--- config.mk ---
export PLATFORM = sky130hd
export DESIGN_NAME = inductor_steering_pd
export DESIGN_NICKNAME = d
export VERILOG_FILES = /design/src/isp_pkg.sv /design/src/isp_front.sv /design/src/isp_div.sv /design/src/isp_core.sv /design/src/inductor_steering_pd.sv
export SDC_FILE = /design/constraint.sdc
export NUM_CORES = 2
export LEC_CHECK = 0
export BUFFER_PORTS_ARGS = -buffer_cell sky130_fd_sc_hd__buf_2
export CAP_MARGIN = 20
export CORE_MARGIN = 5
export CORE_UTILIZATION = 45
export DETAILED_ROUTE_END_ITERATION = 8
export MAX_ROUTING_LAYER = met4
export PLACE_DENSITY = 0.63
export SETUP_SLACK_MARGIN = 0.15
export SYNTH_ARGS = -nofsm -noshare
export SYNTH_HDL_FRONTEND = slang
export SYNTH_SLANG_ARGS = --single-unit
--- constraint.sdc ---
create_clock -name clk_i -period 10.7 [get_ports clk_i]
set_clock_uncertainty 0.2 [all_clocks]
set_input_delay 2.675 -clock clk_i [delete_from_list [all_inputs] [get_ports clk_i]]
set_output_delay 2.675 -clock clk_i [all_outputs]
set_load 0.005 [all_outputs]
--- src/isp_pkg.sv ---
package isp_pkg;

  // Input sample format
  localparam int SAMPLE_W    = 12;
  localparam int SAMPLE_BITS = 12;
  localparam logic [SAMPLE_W-1:0] SAMPLE_MASK = SAMPLE_W'((64'd1 << SAMPLE_BITS) - 64'd1);

  // Normalized channel, 0..100
  localparam int NORM_W = 7;
  localparam logic [NORM_W-1:0] NORM_SCALE    = 7'd100;
  localparam logic [NORM_W-1:0] SIDE_STRONG   = 7'd40;
  localparam logic [NORM_W-1:0] CENTER_STRONG = 7'd24;
  localparam logic [NORM_W:0]   LOCK_DELTA    = 8'd13;

  // Error shaping: e = (r^3 + 2500 r) / 12500
  localparam logic [11:0] CUBE_LIN  = 12'd2500;

  // t / 12500 == (t * 1374390) >> 34 for every 21-bit t
  localparam int          ERR_SHIFT  = 34;
  localparam int          ERR_PROD_W = 42;
  localparam logic [20:0] ERR_RECIP  = 21'd1374390;

  // x / 10 == (x * 52429) >> 19 for every 16-bit x
  localparam int          RECIP10_SHIFT = 19;
  localparam logic [15:0] RECIP10       = 16'd52429;

  // Shared divider geometry
  localparam int DIV_NW = 21;
  localparam int DIV_DW = 14;
  localparam int DIV_QW = 7;
  localparam int DIV_CW = $clog2(DIV_QW);

  // Servo duty arithmetic
  localparam int SERVO_LEFT_LIMIT  = 170;
  localparam int SERVO_RIGHT_LIMIT = 245;
  localparam int DUTY_W = 15;
  localparam int DIST_W = DUTY_W + 1;
  localparam logic signed [DUTY_W-1:0] DUTY_LEFT  = DUTY_W'(SERVO_LEFT_LIMIT);
  localparam logic signed [DUTY_W-1:0] DUTY_RIGHT = DUTY_W'(SERVO_RIGHT_LIMIT);
  localparam logic signed [DIST_W-1:0] SHARP_BAND  = 25;
  localparam logic signed [DIST_W-1:0] GENTLE_BAND = 20;

  // Configuration port
  localparam int CFG_IDX_W  = 4;
  localparam int CFG_DATA_W = 12;

  typedef enum logic [CFG_IDX_W-1:0] {
    REG_SENSOR_MIN   = 4'd0,
    REG_SENSOR_MAX   = 4'd1,
    REG_SERVO_CENTER = 4'd2,
    REG_STEER_KP     = 4'd3,
    REG_STEER_KD     = 4'd4,
    REG_SPEED_HIGH   = 4'd5,
    REG_SPEED_MID    = 4'd6,
    REG_SPEED_LOW    = 4'd7
  } cfg_reg_e;

  typedef enum logic [1:0] {
    CLS_STRAIGHT = 2'd0,
    CLS_GENTLE   = 2'd1,
    CLS_SHARP    = 2'd2
  } curve_class_e;

  typedef enum logic [3:0] {
    ST_IDLE,
    ST_NORM_GO,
    ST_NORM_WAIT,
    ST_RATIO_GO,
    ST_RATIO_WAIT,
    ST_CUBE_SQ,
    ST_CUBE_SUM,
    ST_ERR_MUL,
    ST_ERR_SIGN,
    ST_PD_MUL,
    ST_PD_DIV,
    ST_DUTY
  } core_state_e;

  typedef struct packed {
    logic [11:0] sensor_min;
    logic [11:0] sensor_max;
    logic [7:0]  servo_center;
    logic [7:0]  steer_kp;
    logic [7:0]  steer_kd;
    logic [9:0]  speed_high;
    logic [9:0]  speed_mid;
    logic [9:0]  speed_low;
  } cfg_t;

  typedef struct packed {
    logic [SAMPLE_W-1:0] sample_center;
    logic [SAMPLE_W-1:0] sample_right;
    logic [SAMPLE_W-1:0] sample_left;
  } samples_t;

  typedef struct packed {
    logic [NORM_W-1:0] norm_center;
    logic [NORM_W-1:0] norm_right;
    logic [NORM_W-1:0] norm_left;
    logic              tracking;
    logic [7:0]        steer_error;
    curve_class_e      curve_class;
    logic [9:0]        speed_target;
    logic [11:0]       pwm_compare;
    logic [7:0]        servo_duty;
  } result_t;

endpackage

--- src/isp_front.sv ---
// Input side: masks samples to the ADC width and holds them in a
// two-entry queue so the back end can stall on its own.
module isp_front (
  input  logic              clk_i,
  input  logic              rst_ni,
  input  logic              in_valid_i,
  output logic              in_ready_o,
  input  isp_pkg::samples_t in_item_i,
  output logic              head_valid_o,
  output isp_pkg::samples_t head_o,
  input  logic              pop_i
);

  isp_pkg::samples_t entry_q [2];
  isp_pkg::samples_t masked;
  logic              wr_ptr_q, rd_ptr_q;
  logic [1:0]        count_q;
  logic              push, pop;

  assign in_ready_o   = (count_q != 2'd2);
  assign head_valid_o = (count_q != 2'd0);
  assign head_o       = entry_q[rd_ptr_q];
  assign push         = in_valid_i && in_ready_o;
  assign pop          = pop_i && head_valid_o;

  // Keep only the live ADC bits
  always_comb begin
    masked.sample_left   = in_item_i.sample_left   & isp_pkg::SAMPLE_MASK;
    masked.sample_right  = in_item_i.sample_right  & isp_pkg::SAMPLE_MASK;
    masked.sample_center = in_item_i.sample_center & isp_pkg::SAMPLE_MASK;
  end

  // Queue storage
  always_ff @(posedge clk_i) begin
    if (push) begin
      entry_q[wr_ptr_q] <= masked;
    end
  end

  // Queue pointers
  always_ff @(posedge clk_i or negedge rst_ni) begin
    if (!rst_ni) begin
      wr_ptr_q <= 1'b0;
      rd_ptr_q <= 1'b0;
      count_q  <= 2'd0;
    end else begin
      if (push) wr_ptr_q <= ~wr_ptr_q;
      if (pop)  rd_ptr_q <= ~rd_ptr_q;
      case ({push, pop})
        2'b10:   count_q <= count_q + 2'd1;
        2'b01:   count_q <= count_q - 2'd1;
        default: count_q <= count_q;
      endcase
    end
  end

endmodule

--- src/isp_div.sv ---
// Restoring divider, one quotient bit per cycle, MSB first.
// The caller guarantees num < den << DIV_QW.
module isp_div (
  input  logic                       clk_i,
  input  logic                       rst_ni,
  input  logic                       start_i,
  input  logic [isp_pkg::DIV_NW-1:0] num_i,
  input  logic [isp_pkg::DIV_DW-1:0] den_i,
  output logic                       done_o,
  output logic [isp_pkg::DIV_QW-1:0] quot_o
);

  localparam logic [isp_pkg::DIV_CW-1:0] LAST = isp_pkg::DIV_CW'(isp_pkg::DIV_QW - 1);

  logic [isp_pkg::DIV_NW-1:0] rem_q, dsh_q;
  logic [isp_pkg::DIV_QW-1:0] quot_q;
  logic [isp_pkg::DIV_CW-1:0] cnt_q;
  logic                       busy_q, done_q;
  logic                       ge;

  assign ge     = (rem_q >= dsh_q);
  assign done_o = done_q;
  assign quot_o = quot_q;

  // Datapath
  always_ff @(posedge clk_i) begin
    if (start_i && !busy_q) begin
      rem_q  <= num_i;
      dsh_q  <= isp_pkg::DIV_NW'({den_i, {(isp_pkg::DIV_QW-1){1'b0}}});
      quot_q <= '0;
    end else if (busy_q) begin
      if (ge) rem_q <= rem_q - dsh_q;
      dsh_q  <= dsh_q >> 1;
      quot_q <= {quot_q[isp_pkg::DIV_QW-2:0], ge};
    end
  end

  // Control
  always_ff @(posedge clk_i or negedge rst_ni) begin
    if (!rst_ni) begin
      busy_q <= 1'b0;
      done_q <= 1'b0;
      cnt_q  <= '0;
    end else begin
      done_q <= 1'b0;
      if (start_i && !busy_q) begin
        busy_q <= 1'b1;
        cnt_q  <= '0;
      end else if (busy_q) begin
        cnt_q <= cnt_q + 1'b1;
        if (cnt_q == LAST) begin
          busy_q <= 1'b0;
          done_q <= 1'b1;
        end
      end
    end
  end

endmodule

--- src/isp_core.sv ---
// Back end: sequencer around one shared divider. Normalizes the three
// channels, forms the shaped error and PD duty, and fills the output register.
module isp_core (
  input  logic              clk_i,
  input  logic              rst_ni,
  input  isp_pkg::cfg_t     cfg_i,
  input  logic              head_valid_i,
  input  isp_pkg::samples_t head_i,
  output logic              pop_o,
  output logic              out_valid_o,
  input  logic              out_ready_i,
  output isp_pkg::result_t  res_o
);

  localparam int NW = isp_pkg::NORM_W;
  localparam int DW = isp_pkg::DUTY_W;

  isp_pkg::core_state_e state_q, state_d;

  // Working registers
  isp_pkg::samples_t     raw_q;
  logic [1:0]            ch_q;
  logic [NW-1:0]         nl_q, nr_q, nc_q;
  logic                  rneg_q;
  logic [NW-1:0]         rmag_q;
  logic [13:0]           sq_q;
  logic [isp_pkg::DIV_NW-1:0] t_q;
  logic [isp_pkg::ERR_PROD_W-1:0] eprod_q;
  logic signed [7:0]     e_q;
  logic [15:0]           pmag_q, dmag_q;
  logic                  pneg_q, dneg_q;
  logic [12:0]           p_q, d_q;

  // Architectural state
  logic                  turn_left_q, locked_q;
  logic signed [7:0]     prev_err_q;

  // Output register
  logic                  out_valid_q;
  isp_pkg::result_t      res_q;

  // Divider hookup
  logic                       div_start, div_done;
  logic [isp_pkg::DIV_NW-1:0] div_num;
  logic [isp_pkg::DIV_DW-1:0] div_den;
  logic [isp_pkg::DIV_QW-1:0] div_quot;

  isp_div u_div (
    .clk_i   (clk_i),
    .rst_ni  (rst_ni),
    .start_i (div_start),
    .num_i   (div_num),
    .den_i   (div_den),
    .done_o  (div_done),
    .quot_o  (div_quot)
  );

  // Channel clamp and scale numerator
  logic [11:0] sel_raw, clamped, offset, span;
  logic        span_empty;
  logic [18:0] norm_num;

  always_comb begin
    case (ch_q)
      2'd0:    sel_raw = raw_q.sample_left;
      2'd1:    sel_raw = raw_q.sample_right;
      default: sel_raw = raw_q.sample_center;
    endcase
    clamped = sel_raw;
    if (clamped > cfg_i.sensor_max) clamped = cfg_i.sensor_max;
    if (clamped < cfg_i.sensor_min) clamped = cfg_i.sensor_min;
    offset     = clamped - cfg_i.sensor_min;
    span       = cfg_i.sensor_max - cfg_i.sensor_min;
    span_empty = (cfg_i.sensor_max <= cfg_i.sensor_min);
    norm_num   = 19'(offset) * 19'(isp_pkg::NORM_SCALE);
  end

  // Left/right difference and sum
  logic [NW:0]   diff8, sum8;
  logic          diff_neg;
  logic [NW-1:0] diff_mag;
  logic [13:0]   ratio_num;

  always_comb begin
    diff8     = {1'b0, nr_q} - {1'b0, nl_q};
    sum8      = {1'b0, nr_q} + {1'b0, nl_q};
    diff_neg  = diff8[NW];
    diff_mag  = diff_neg ? NW'(-diff8) : diff8[NW-1:0];
    ratio_num = 14'(diff_mag) * 14'(isp_pkg::NORM_SCALE);
  end

  // Cubic shaping terms
  logic [isp_pkg::DIV_NW-1:0] cube_sum;
  assign cube_sum = isp_pkg::DIV_NW'(sq_q) * isp_pkg::DIV_NW'(rmag_q)
                  + isp_pkg::DIV_NW'(rmag_q) * isp_pkg::DIV_NW'(isp_pkg::CUBE_LIN);

  // Error magnitude from the reciprocal product
  logic [NW-1:0] e_quot;
  assign e_quot = eprod_q[isp_pkg::ERR_SHIFT +: NW];

  // PD magnitudes
  logic signed [8:0] de9;
  logic [7:0]        de_mag;
  logic [NW-1:0]     e_mag;
  logic [31:0]       p_prod, d_prod;

  always_comb begin
    de9    = {e_q[7], e_q} - {prev_err_q[7], prev_err_q};
    de_mag = de9[8] ? 8'(-de9) : de9[7:0];
    e_mag  = e_q[7] ? NW'(-e_q) : e_q[NW-1:0];
    p_prod = 32'(pmag_q) * 32'(isp_pkg::RECIP10);
    d_prod = 32'(dmag_q) * 32'(isp_pkg::RECIP10);
  end

  // Direction latch, duty clamp and curve class
  logic                     tracking, left_set, right_set, latch_n, lock_n;
  logic signed [DW-1:0]     p_s, d_s, duty_raw, duty_pre, duty_c1, duty_c2;
  logic signed [isp_pkg::DIST_W-1:0] duty_dist;
  logic [17:0]              pwm_full;
  isp_pkg::result_t         res_n;
  logic                     out_free;

  always_comb begin
    tracking  = (nl_q >= isp_pkg::SIDE_STRONG) || (nc_q > isp_pkg::CENTER_STRONG)
             || (nr_q >= isp_pkg::SIDE_STRONG);
    left_set  = !locked_q && ({1'b0, nl_q} >= {1'b0, nr_q} + isp_pkg::LOCK_DELTA);
    right_set = !locked_q && !left_set
             && ({1'b0, nr_q} >= {1'b0, nl_q} + isp_pkg::LOCK_DELTA);
    latch_n   = left_set ? 1'b1 : (right_set ? 1'b0 : turn_left_q);
    lock_n    = tracking ? 1'b0 : (locked_q || left_set || right_set);

    p_s      = pneg_q ? -$signed({2'b00, p_q}) : $signed({2'b00, p_q});
    d_s      = dneg_q ? -$signed({2'b00, d_q}) : $signed({2'b00, d_q});
    duty_raw = $signed({7'd0, cfg_i.servo_center}) + p_s + d_s;
    duty_pre = tracking ? duty_raw
             : (latch_n ? isp_pkg::DUTY_LEFT : isp_pkg::DUTY_RIGHT);
    duty_c1  = (duty_pre <= isp_pkg::DUTY_LEFT) ? isp_pkg::DUTY_LEFT : duty_pre;
    duty_c2  = (duty_c1 >= isp_pkg::DUTY_RIGHT) ? isp_pkg::DUTY_RIGHT : duty_c1;
    duty_dist = $signed({duty_c2[DW-1], duty_c2}) - $signed({8'd0, cfg_i.servo_center});
    pwm_full = 18'($unsigned(duty_c2)) * 18'd10;

    res_n.servo_duty  = duty_c2[7:0];
    res_n.pwm_compare = pwm_full[11:0];
    if (duty_dist > isp_pkg::SHARP_BAND || duty_dist < -isp_pkg::SHARP_BAND) begin
      res_n.curve_class  = isp_pkg::CLS_SHARP;
      res_n.speed_target = cfg_i.speed_low;
    end else if (duty_dist > isp_pkg::GENTLE_BAND || duty_dist < -isp_pkg::GENTLE_BAND) begin
      res_n.curve_class  = isp_pkg::CLS_GENTLE;
      res_n.speed_target = cfg_i.speed_mid;
    end else begin
      res_n.curve_class  = isp_pkg::CLS_STRAIGHT;
      res_n.speed_target = cfg_i.speed_high;
    end
    res_n.steer_error = tracking ? e_q : prev_err_q;
    res_n.tracking    = tracking;
    res_n.norm_left   = nl_q;
    res_n.norm_right  = nr_q;
    res_n.norm_center = nc_q;

    out_free = !out_valid_q || out_ready_i;
  end

  // Next state
  always_comb begin
    state_d = state_q;
    case (state_q)
      isp_pkg::ST_IDLE:       if (head_valid_i) state_d = isp_pkg::ST_NORM_GO;
      isp_pkg::ST_NORM_GO:    state_d = isp_pkg::ST_NORM_WAIT;
      isp_pkg::ST_NORM_WAIT:  if (div_done) begin
        state_d = (ch_q == 2'd2) ? isp_pkg::ST_RATIO_GO : isp_pkg::ST_NORM_GO;
      end
      isp_pkg::ST_RATIO_GO:   state_d = isp_pkg::ST_RATIO_WAIT;
      isp_pkg::ST_RATIO_WAIT: if (div_done) state_d = isp_pkg::ST_CUBE_SQ;
      isp_pkg::ST_CUBE_SQ:    state_d = isp_pkg::ST_CUBE_SUM;
      isp_pkg::ST_CUBE_SUM:   state_d = isp_pkg::ST_ERR_MUL;
      isp_pkg::ST_ERR_MUL:    state_d = isp_pkg::ST_ERR_SIGN;
      isp_pkg::ST_ERR_SIGN:   state_d = isp_pkg::ST_PD_MUL;
      isp_pkg::ST_PD_MUL:     state_d = isp_pkg::ST_PD_DIV;
      isp_pkg::ST_PD_DIV:     state_d = isp_pkg::ST_DUTY;
      isp_pkg::ST_DUTY:       if (out_free) state_d = isp_pkg::ST_IDLE;
      default:                state_d = isp_pkg::ST_IDLE;
    endcase
  end

  // Sequencer outputs
  always_comb begin
    pop_o     = 1'b0;
    div_start = 1'b0;
    div_num   = isp_pkg::DIV_NW'(norm_num);
    div_den   = isp_pkg::DIV_DW'(span);
    case (state_q)
      isp_pkg::ST_IDLE:     pop_o = head_valid_i;
      isp_pkg::ST_NORM_GO:  div_start = 1'b1;
      isp_pkg::ST_RATIO_GO: begin
        div_start = 1'b1;
        div_num   = isp_pkg::DIV_NW'(ratio_num);
        div_den   = isp_pkg::DIV_DW'(sum8);
      end
      default: begin
        pop_o     = 1'b0;
        div_start = 1'b0;
      end
    endcase
  end

  // Datapath registers
  always_ff @(posedge clk_i) begin
    case (state_q)
      isp_pkg::ST_IDLE: begin
        raw_q <= head_i;
        ch_q  <= 2'd0;
      end
      isp_pkg::ST_NORM_WAIT: if (div_done) begin
        case (ch_q)
          2'd0:    nl_q <= span_empty ? '0 : div_quot;
          2'd1:    nr_q <= span_empty ? '0 : div_quot;
          default: nc_q <= span_empty ? '0 : div_quot;
        endcase
        ch_q <= ch_q + 2'd1;
      end
      isp_pkg::ST_RATIO_WAIT: if (div_done) begin
        rneg_q <= diff_neg;
        rmag_q <= (sum8 == '0) ? '0 : div_quot;
      end
      isp_pkg::ST_CUBE_SQ:  sq_q <= 14'(rmag_q) * 14'(rmag_q);
      isp_pkg::ST_CUBE_SUM: t_q <= cube_sum;
      isp_pkg::ST_ERR_MUL: begin
        eprod_q <= isp_pkg::ERR_PROD_W'(t_q) * isp_pkg::ERR_PROD_W'(isp_pkg::ERR_RECIP);
      end
      isp_pkg::ST_ERR_SIGN: begin
        e_q <= rneg_q ? -$signed({1'b0, e_quot}) : $signed({1'b0, e_quot});
      end
      isp_pkg::ST_PD_MUL: begin
        pmag_q <= 16'(cfg_i.steer_kp) * 16'(e_mag);
        dmag_q <= 16'(cfg_i.steer_kd) * 16'(de_mag);
        pneg_q <= e_q[7];
        dneg_q <= de9[8];
      end
      isp_pkg::ST_PD_DIV: begin
        p_q <= 13'(p_prod >> isp_pkg::RECIP10_SHIFT);
        d_q <= 13'(d_prod >> isp_pkg::RECIP10_SHIFT);
      end
      isp_pkg::ST_DUTY: if (out_free) res_q <= res_n;
      default: ;
    endcase
  end

  // Control and steering state
  always_ff @(posedge clk_i or negedge rst_ni) begin
    if (!rst_ni) begin
      state_q     <= isp_pkg::ST_IDLE;
      out_valid_q <= 1'b0;
      turn_left_q <= 1'b0;
      locked_q    <= 1'b0;
      prev_err_q  <= '0;
    end else begin
      state_q <= state_d;
      if (state_q == isp_pkg::ST_DUTY && out_free) begin
        out_valid_q <= 1'b1;
        turn_left_q <= latch_n;
        locked_q    <= lock_n;
        if (tracking) prev_err_q <= e_q;
      end else if (out_ready_i) begin
        out_valid_q <= 1'b0;
      end
    end
  end

  assign out_valid_o = out_valid_q;
  assign res_o       = res_q;

endmodule

--- src/inductor_steering_pd.sv ---
// The back end works on one item at a time: each item takes four passes (three channels,
// ratio) through the shared divider plus eight sequencer steps, and the next item
// is popped only once the result has gone into the output register.
// A two-entry input queue and the output register let either side stall alone.
// Reset (rst_ni, async, active low) clears control, the direction latch and the
// held error, and loads the configuration registers with their defaults.
module inductor_steering_pd (
  input  logic                           clk_i,
  input  logic                           rst_ni,
  // Input items
  input  logic                           s_axis_tvalid,
  output logic                           s_axis_tready,
  input  logic [39:0]                    s_axis_tdata,  // sample_left, sample_right, sample_center
  // Result items
  output logic                           m_axis_tvalid,
  input  logic                           m_axis_tready,
  // servo_duty, pwm_compare, speed_target, curve_class, steer_error, tracking,
  // norm_left, norm_right, norm_center
  output logic [63:0]                    m_axis_tdata,
  // Configuration writes
  input  logic                           cfg_valid_i,
  output logic                           cfg_ready_o,
  input  logic [isp_pkg::CFG_IDX_W-1:0]  cfg_index_i,
  input  logic [isp_pkg::CFG_DATA_W-1:0] cfg_data_i
);

  isp_pkg::cfg_t     cfg_q;
  isp_pkg::samples_t in_item, head;
  isp_pkg::result_t  res;
  logic              head_valid, pop;

  assign cfg_ready_o = 1'b1;

  // Configuration registers
  always_ff @(posedge clk_i or negedge rst_ni) begin
    if (!rst_ni) begin
      cfg_q.sensor_min   <= 12'd0;
      cfg_q.sensor_max   <= 12'd2400;
      cfg_q.servo_center <= 8'd210;
      cfg_q.steer_kp     <= 8'd10;
      cfg_q.steer_kd     <= 8'd60;
      cfg_q.speed_high   <= 10'd330;
      cfg_q.speed_mid    <= 10'd280;
      cfg_q.speed_low    <= 10'd240;
    end else if (cfg_valid_i && cfg_ready_o) begin
      case (isp_pkg::cfg_reg_e'(cfg_index_i))
        isp_pkg::REG_SENSOR_MIN:   cfg_q.sensor_min   <= cfg_data_i[11:0];
        isp_pkg::REG_SENSOR_MAX:   cfg_q.sensor_max   <= cfg_data_i[11:0];
        isp_pkg::REG_SERVO_CENTER: cfg_q.servo_center <= cfg_data_i[7:0];
        isp_pkg::REG_STEER_KP:     cfg_q.steer_kp     <= cfg_data_i[7:0];
        isp_pkg::REG_STEER_KD:     cfg_q.steer_kd     <= cfg_data_i[7:0];
        isp_pkg::REG_SPEED_HIGH:   cfg_q.speed_high   <= cfg_data_i[9:0];
        isp_pkg::REG_SPEED_MID:    cfg_q.speed_mid    <= cfg_data_i[9:0];
        isp_pkg::REG_SPEED_LOW:    cfg_q.speed_low    <= cfg_data_i[9:0];
        default: ;
      endcase
    end
  end

  // Unpack input item
  assign in_item.sample_left   = s_axis_tdata[11:0];
  assign in_item.sample_right  = s_axis_tdata[23:12];
  assign in_item.sample_center = s_axis_tdata[35:24];

  isp_front u_front (
    .clk_i        (clk_i),
    .rst_ni       (rst_ni),
    .in_valid_i   (s_axis_tvalid),
    .in_ready_o   (s_axis_tready),
    .in_item_i    (in_item),
    .head_valid_o (head_valid),
    .head_o       (head),
    .pop_i        (pop)
  );

  isp_core u_core (
    .clk_i        (clk_i),
    .rst_ni       (rst_ni),
    .cfg_i        (cfg_q),
    .head_valid_i (head_valid),
    .head_i       (head),
    .pop_o        (pop),
    .out_valid_o  (m_axis_tvalid),
    .out_ready_i  (m_axis_tready),
    .res_o        (res)
  );

  // Pack result item
  assign m_axis_tdata = {2'b00, res.norm_center, res.norm_right, res.norm_left,
                         res.tracking, res.steer_error, res.curve_class,
                         res.speed_target, res.pwm_compare, res.servo_duty};

`ifndef SYNTHESIS
  a_duty_range: assert property (@(posedge clk_i) disable iff (!rst_ni)
    m_axis_tvalid |-> (res.servo_duty >= 8'(isp_pkg::SERVO_LEFT_LIMIT)
                    && res.servo_duty <= 8'(isp_pkg::SERVO_RIGHT_LIMIT)))
    else $error("servo duty outside the servo limits");

  a_full_lock: assert property (@(posedge clk_i) disable iff (!rst_ni)
    (m_axis_tvalid && !res.tracking) |->
      (res.servo_duty == 8'(isp_pkg::SERVO_LEFT_LIMIT)
    || res.servo_duty == 8'(isp_pkg::SERVO_RIGHT_LIMIT)))
    else $error("lost-line result not at full lock");

  a_pop_has_head: assert property (@(posedge clk_i) disable iff (!rst_ni)
    pop |-> head_valid)
    else $error("back end popped an empty queue");
`endif

endmodule

Word level (Yosys, flattened, before mapping)
Memory sizes are Yosys's and may differ from the RTL's. A register that Yosys moved wholly into a read port is not among the register bits.
Index checks and enable logic that the tools add are counted.
{ "totals": {"ff_bits": 384, "latchBits": 0, "ram_bits": 72, "rom_bits": 0, "output_inout_bits": 67, "word_cells": 225, "memories": 1} }
{ "memory_table": {"columns": ["memory", "depth", "word_bits", "rd", "rd_clocked_by_memory_dff", "write_ports", "line", "source"], "rows": [
  ["u_front.entry_q", 2, 36, 1, 1, 1, "isp_front.sv:14", "isp_pkg::samples_t entry_q [2];"]
]} }
{ "classes": {"addsub": 22, "n_mul": 11, "div": 0, "magnitude_cmp": 15, "n_eq_ne": 28, "shifts": 0, "muxes": 50, "bitwise": 3, "reduce_logical": 46} }
{ "ops": {"columns": ["op", "n"], "rows": [
  ["two-way mux 15 bit", 5],
  ["two-way mux 21 bit", 3],
  ["case mux 4 bit (12 select lines)", 1],
  ["multiplier 21 x 20 -> 40 bit, second input constant", 1],
  ["two-way mux 20 bit", 2],
  ["two-way mux 12 bit", 3],
  ["two-way mux 7 bit", 5],
  ["== test 4 x 3 -> 1 bit, second input constant", 8],
  ["greater-than comparator 16 x 6 -> 1 bit, second input constant", 2],
  ["less-than comparator 16 x 6 -> 1 bit, second input constant", 2],
  ["multiplier 16 x 16 -> 32 bit, second input constant", 1],
  ["multiplier 15 x 16 -> 31 bit, second input constant", 1],
  ["negator 13 -> 15 bit", 2],
  ["case mux 12 bit (2 select lines)", 1],
  ["AND reduction 2 bit", 12],
  ["subtractor 12 bit", 2],
  ["adder 21 x 19 -> 21 bit", 1],
  ["greater-or-equal comparator 21 x 20 -> 1 bit", 1],
  ["multiplier 14 x 7 -> 21 bit", 1],
  ["subtractor 21 x 20 -> 21 bit", 1],
  ["two-way mux 19 bit", 1],
  ["multiplier 12 x 5 -> 17 bit, second input constant", 1],
  ["multiplier 7 x 10 -> 17 bit, second input constant", 1],
  ["adder 7 x 4 -> 8 bit, second input constant", 2],
  ["52 further kinds", 115]
]} }

Logic depth before layout (Yosys ltp)
{ "depth": {"ltp_word": 19, "depth_mapped": 49} }

Modules after synthesis
From an unflattened synthesis, not the netlist that was laid out.
{ "hier_totals": {"cells_unflattened": 4767, "hier_area_um2": 49910.4} }
{ "by_module_without_submodules": {"columns": ["mod", "instances", "cells_each", "area_per_inst_um2", "seq_area_each_um2"], "rows": [
  ["isp_core", 1, 4077, 40727.8, 7372.1],
  ["isp_div", 1, 382, 3343.2, 1436.4],
  ["inductor_steering_pd", 1, 179, 3031.7, 1983.2],
  ["isp_front", 1, 129, 2807.7, 2262.2]
]} }

Worst setup path after synthesis
Ideal clock, no wire load.
{ "synth_timing": {"path_type": "register -> register", "startpoint": "reg u_core.ch_q[0]", "endpoint": "reg u_core.u_div.rem_q[18] (netlist bit), data pin", "setup_ns": 0.271, "arrival_ns": 8.611, "setup_slack_ns": 1.618, "stages_incl_launch_ff": 49, "path_buffers": 3, "synth_period_minus_slack_ns": 9.082, "path_cell_list": "edfxtp_1 > inv_1 > ha_1 > nor2_1 > clkbuf_1 > nand2_1 > nand2_1 > ha_1 > a21oi_1 > o221ai_1 > a31o_2 > a221oi_1 > a21oi_1 > clkbuf_1 > nor2_1 > a21oi_1 > ha_1 > a21o_1 > [13 not listed] > o21ai_0 > a21boi_0 > o21ai_0 > a21boi_0 > nor2_1 > ha_1 > ha_1 > inv_1 > fa_1 > inv_1 > ha_1 > and2_1 > o21ai_0 > o21ai_0 > o41ai_1 > xnor2_1 > a21oi_1 > a21oi_1"} }
{ "synth_via": {"elab_chain_len": 10, "elab_cells_between_ends": 11} }
{ "synth_rtl": {"columns": ["item", "line", "source"], "rows": [
  ["from (decl)", "isp_core.sv:22", "logic [1:0] ch_q;"],
  ["from (signal assigned)", "isp_core.sv:219", "ch_q <= ch_q + 2'd1;"],
  ["== test 2 x 1 -> 1 bit / logical NOT 2 bit (equally long branches)", "isp_core.sv:64", "case (ch_q)"],
  ["case mux 12 bit (2 select lines) *", "isp_core.sv:64", null],
  ["greater-than comparator 12 bit", "isp_core.sv:70", "if (clamped > cfg_i.sensor_max) clamped = cfg_i.sensor_max;"],
  ["two-way mux 12 bit *", "isp_core.sv:70", null],
  ["less-than comparator 12 bit", "isp_core.sv:71", "if (clamped < cfg_i.sensor_min) clamped = cfg_i.sensor_min;"],
  ["two-way mux 12 bit *", "isp_core.sv:71", null],
  ["subtractor 12 bit *", "isp_core.sv:72", "offset = clamped - cfg_i.sensor_min;"],
  ["multiplier 12 x 5 -> 17 bit *", "isp_core.sv:75", "norm_num = 19'(offset) * 19'(isp_pkg::NORM_SCALE);"],
  ["two-way mux 19 bit *", "isp_core.sv:191", "case (state_q)"],
  ["two-way mux 21 bit *", "isp_div.sv:27", "if (start_i && !busy_q) begin"],
  ["to (signal assigned)", "isp_div.sv:28", "rem_q <= num_i;"],
  ["to (signal assigned)", "isp_div.sv:32", "if (ge) rem_q <= rem_q - dsh_q;"],
  ["to (decl)", "isp_div.sv:15", "logic [isp_pkg::DIV_NW-1:0] rem_q, dsh_q;"]
]} }
Mark *: on every way between the ends. The rest lies on a longest branch, timed or not.
A chain may end at the register's enable or synchronous reset.

Worst setup path in the final report
Same ends and word-level chain as after synthesis.

==> metrics.csv <==
stage,metric,value,unit
clock_tree,cts.path.max_buffers,3,
global_route,grt_pass1_wl,175000,um
timing,hold_viol,0,
timing,unrepaired_setup_endpoints_after_global_routing,false,
layout,area.growth.synth_to_final,8.664,%
yosys,syn-mean-instance-area,10.67,sq um
clock_tree,cts.sink_count,453,
timing,timing.final.crit_share,89.83,%
global_route,globalRoute.totalOverflow,0,
layout,mostFrequentLayoutCell,sky130_fd_sc_hd__inv_1,
detailed_routing,postRouteAntennaNets,0,
die,dieHeight,340.2,um
setup_path,crit_type,flip-flop to flip-flop,
detailed_routing,drt_iter0_drc,1642,
place,dpl.hpwl,87040,um
timing,min_period,9.612,ns
setup_path,critical_path_s_largest_stage_delay,0.52,ns
setup_path,worst_setup_path_end_kind,flip-flop,
timing,slew_violations,0,
clock_tree,clockRootBuffer,sky130_fd_sc_hd__clkbuf_16,
yosys,seq_area_frac_synth,26.48,%
detailed_routing,postRouteWirelength,106800,um
clock_tree,cts_made_buffers,50,
yosys,syn-instance-count,4597,
yosys,number_of_distinct_library_cell_variants_in_the_gate_level_netlist_after_synthesis,85,
place,gp_routability_congestion,0.8605,
setup_path,startpoint_type,flip-flop,
clock_tree,cts_hold_buf,0,
global_route,grt_max_degree,70,
global_route,grt_antenna_before_repair,9,
clock_tree,insertion_delay,0.66,ns
setup_path,timing.critical_path.fanout_max,15,
timing,tns,0,ns
setup_path,cp_common_cell,sky130_fd_sc_hd__ha_1,
yosys,syn_area,49070,sq um
setup_path,slowest_cp_cell,sky130_fd_sc_hd__fa_1,
detailed_routing,drt_first_pass_iters,5,
timing,slew_headroom,24.74,%
die,die_w,340.2,um
yosys,synth_top_flop_cell,sky130_fd_sc_hd__edfxtp_1,
global_route,first_global_vias,33180,
setup_path,critical-path-top-delay-family,compound AO/OA/AOI/OAI gates,
worst_hold_path,hp-class,flip-flop to flip-flop,
timing,timing.hold.ws,0.2529,ns
setup_path,rrSetupSlack,1.09,ns
clock_tree,clock_tree.htree_level_count,2,
timing,maxClockFrequency,104.0,MHz
timing,finalSetupViolCount,0,
clock_tree,clk_pin_slew,0.06,ns
layout,post-route-util,49.12,%
detailed_routing,post_drt_wl_per_cell,17.21,um
yosys,synth_seq_cells,453,
yosys,synth_edf_count,338,
layout,final_net_count,6165,
setup_path,cp_data_required_time,10.88,ns
die,fp-row-count,121,
timing,tightest_slew,1.124,ns
clock_tree,cts_tree,yes,
die,start_util,45.21,%
detailed_routing,drc_violation_count_after_routing,0,
flow_run,drv.max_cap_violation_count,0,
place,numPortBuffers,119,
clock_tree,postCtsResizedCells,0,
layout,commonest_cells_after_routing_fill_and_taps_aside,"sky130_fd_sc_hd__inv_1 (921), sky130_fd_sc_hd__ha_1 (854), sky130_fd_sc_hd__fa_1 (496)",
outcome,outcome,finished clean,
detailed_routing,detailroute.via_count,32080,
die,floorplan.io_pins,128,
layout,fraction_of_layout_instances_using_a_drive_strength_above_1,9.410,%
detailed_routing,vias_per_cell,5.168,
setup_path,arrival,9.79,ns
die,die_area,115800,sq um
clock_tree,postCtsSetupBuffers,0,
global_route,globalRouteTotalUtil,19.31,%
setup_path,crit_buf_inv,6,
yosys,yosys_warnings,0,
yosys,synthArstFlopShare,22.52,%
die,area_of_the_core,108600,sq um
[cell type report]
cell class	instances	area (sq um)
fillers	9855	55230
multi-input cells	3173	32480
flip-flops and latches	453	12990
inverters	924	3468
well taps	1414	1769
clock buffers	61	1355
repair buffers	151	854.6
clock inverters	31	402.9
diodes	1	2.502
[sequential cells by signal, indices dropped and copies added (netlist names), 8 cells and up]
| register | cells |
|---|---|
| u_core.t_q | 21 |
| u_core.u_div.dsh_q | 18 |
| u_core.sq_q | 13 |
| u_core.prev_err_q | 8 |
| cfg_q | 78 |
| u_core.pmag_q | 15 |
| u_core.dmag_q | 16 |
| u_core.p_q | 12 |
| u_core.e_q | 8 |
| u_core.raw_q | 36 |
| u_core.u_div.rem_q | 21 |
| u_core.d_q | 13 |
| u_core.res_o | 59 |
| u_front.entry_q | 72 |
[kinds of logic after synthesis]
kind of cell	share of synthesized area, %
adders and majority gates	42.04
buffers and inverters	7.575
and+or+nand+nor	8.425
AOI/OAI and AO/OA	7.514
DFF	26.48
xor gates and xnor gates	4.194
muxes	3.761
other	0.01530
[routing by layer]
metal  GRT usage, %  vias to the layer above  wire length, um
li1               -                    15600                -
met2          30.67                      606            49170
met5              -                        -                0
met1          26.49                    15770            49410
met3          3.444                       99             6588
met4          3.433                        0             1654
[stage by stage]
stage	cells	setup slack, ns	cell area [sq um]
after floorplan	4607	1.618	49110
after global placement	6112	0.5973	51480
after detailed placement	6112	0.4479	51480
after CTS	6204	0.3649	53240
after global routing	6207	0.2620	53320
final	6208	1.088	53320
[cell usage after synthesis (all sizes together) (12+ instances only)]
master  instances  area share [%]
a211oi         19            0.30
a21boi         15            0.23
a21o           43            0.66
a21oi         157             1.6
a22oi          12            0.19
a31oi          16            0.20
and2          110             1.4
and3           18            0.23
buf            12            0.16
clkbuf         45            0.34
dfrtp          77             3.9
dfstp          25             1.3
dfxtp          13            0.53
edfxtp        338              21
fa            496              20
ha            855              22
inv           922             7.1
mux2          152             3.6
nand2         242             1.9
nand2b         39            0.50
nand3          37            0.38
nand4          14            0.18
nor2          191             1.5
nor2b          62            0.79
nor3           55            0.56
nor3b          16            0.24
o211ai         12            0.18
o21a           26            0.40
o21ai         134             1.4
o21bai         30            0.46
o22ai          12            0.15
o31ai          16            0.24
or3            23            0.29
xnor2         161             2.9
xor2           74             1.3
[worst paths after layout]
kind,from,to,depth (start not counted)
worst max-delay path,u_core.ch_q[0],u_core.u_div.rem_q[18],47
worst min-delay path,u_core.nc_q[6],u_core.res_o[61],0
worst max register to register,u_core.ch_q[0],u_core.u_div.rem_q[18],47
worst min register to register,u_core.nc_q[6],u_core.res_o[61],0
max in group asynchronous,rst_ni,u_core.prev_err_q[7],2
min in group asynchronous,rst_ni,cfg_q[74],1
Power is not shown: default switching activity piles up to over one toggle a cycle in this logic, so the estimate is an artifact.
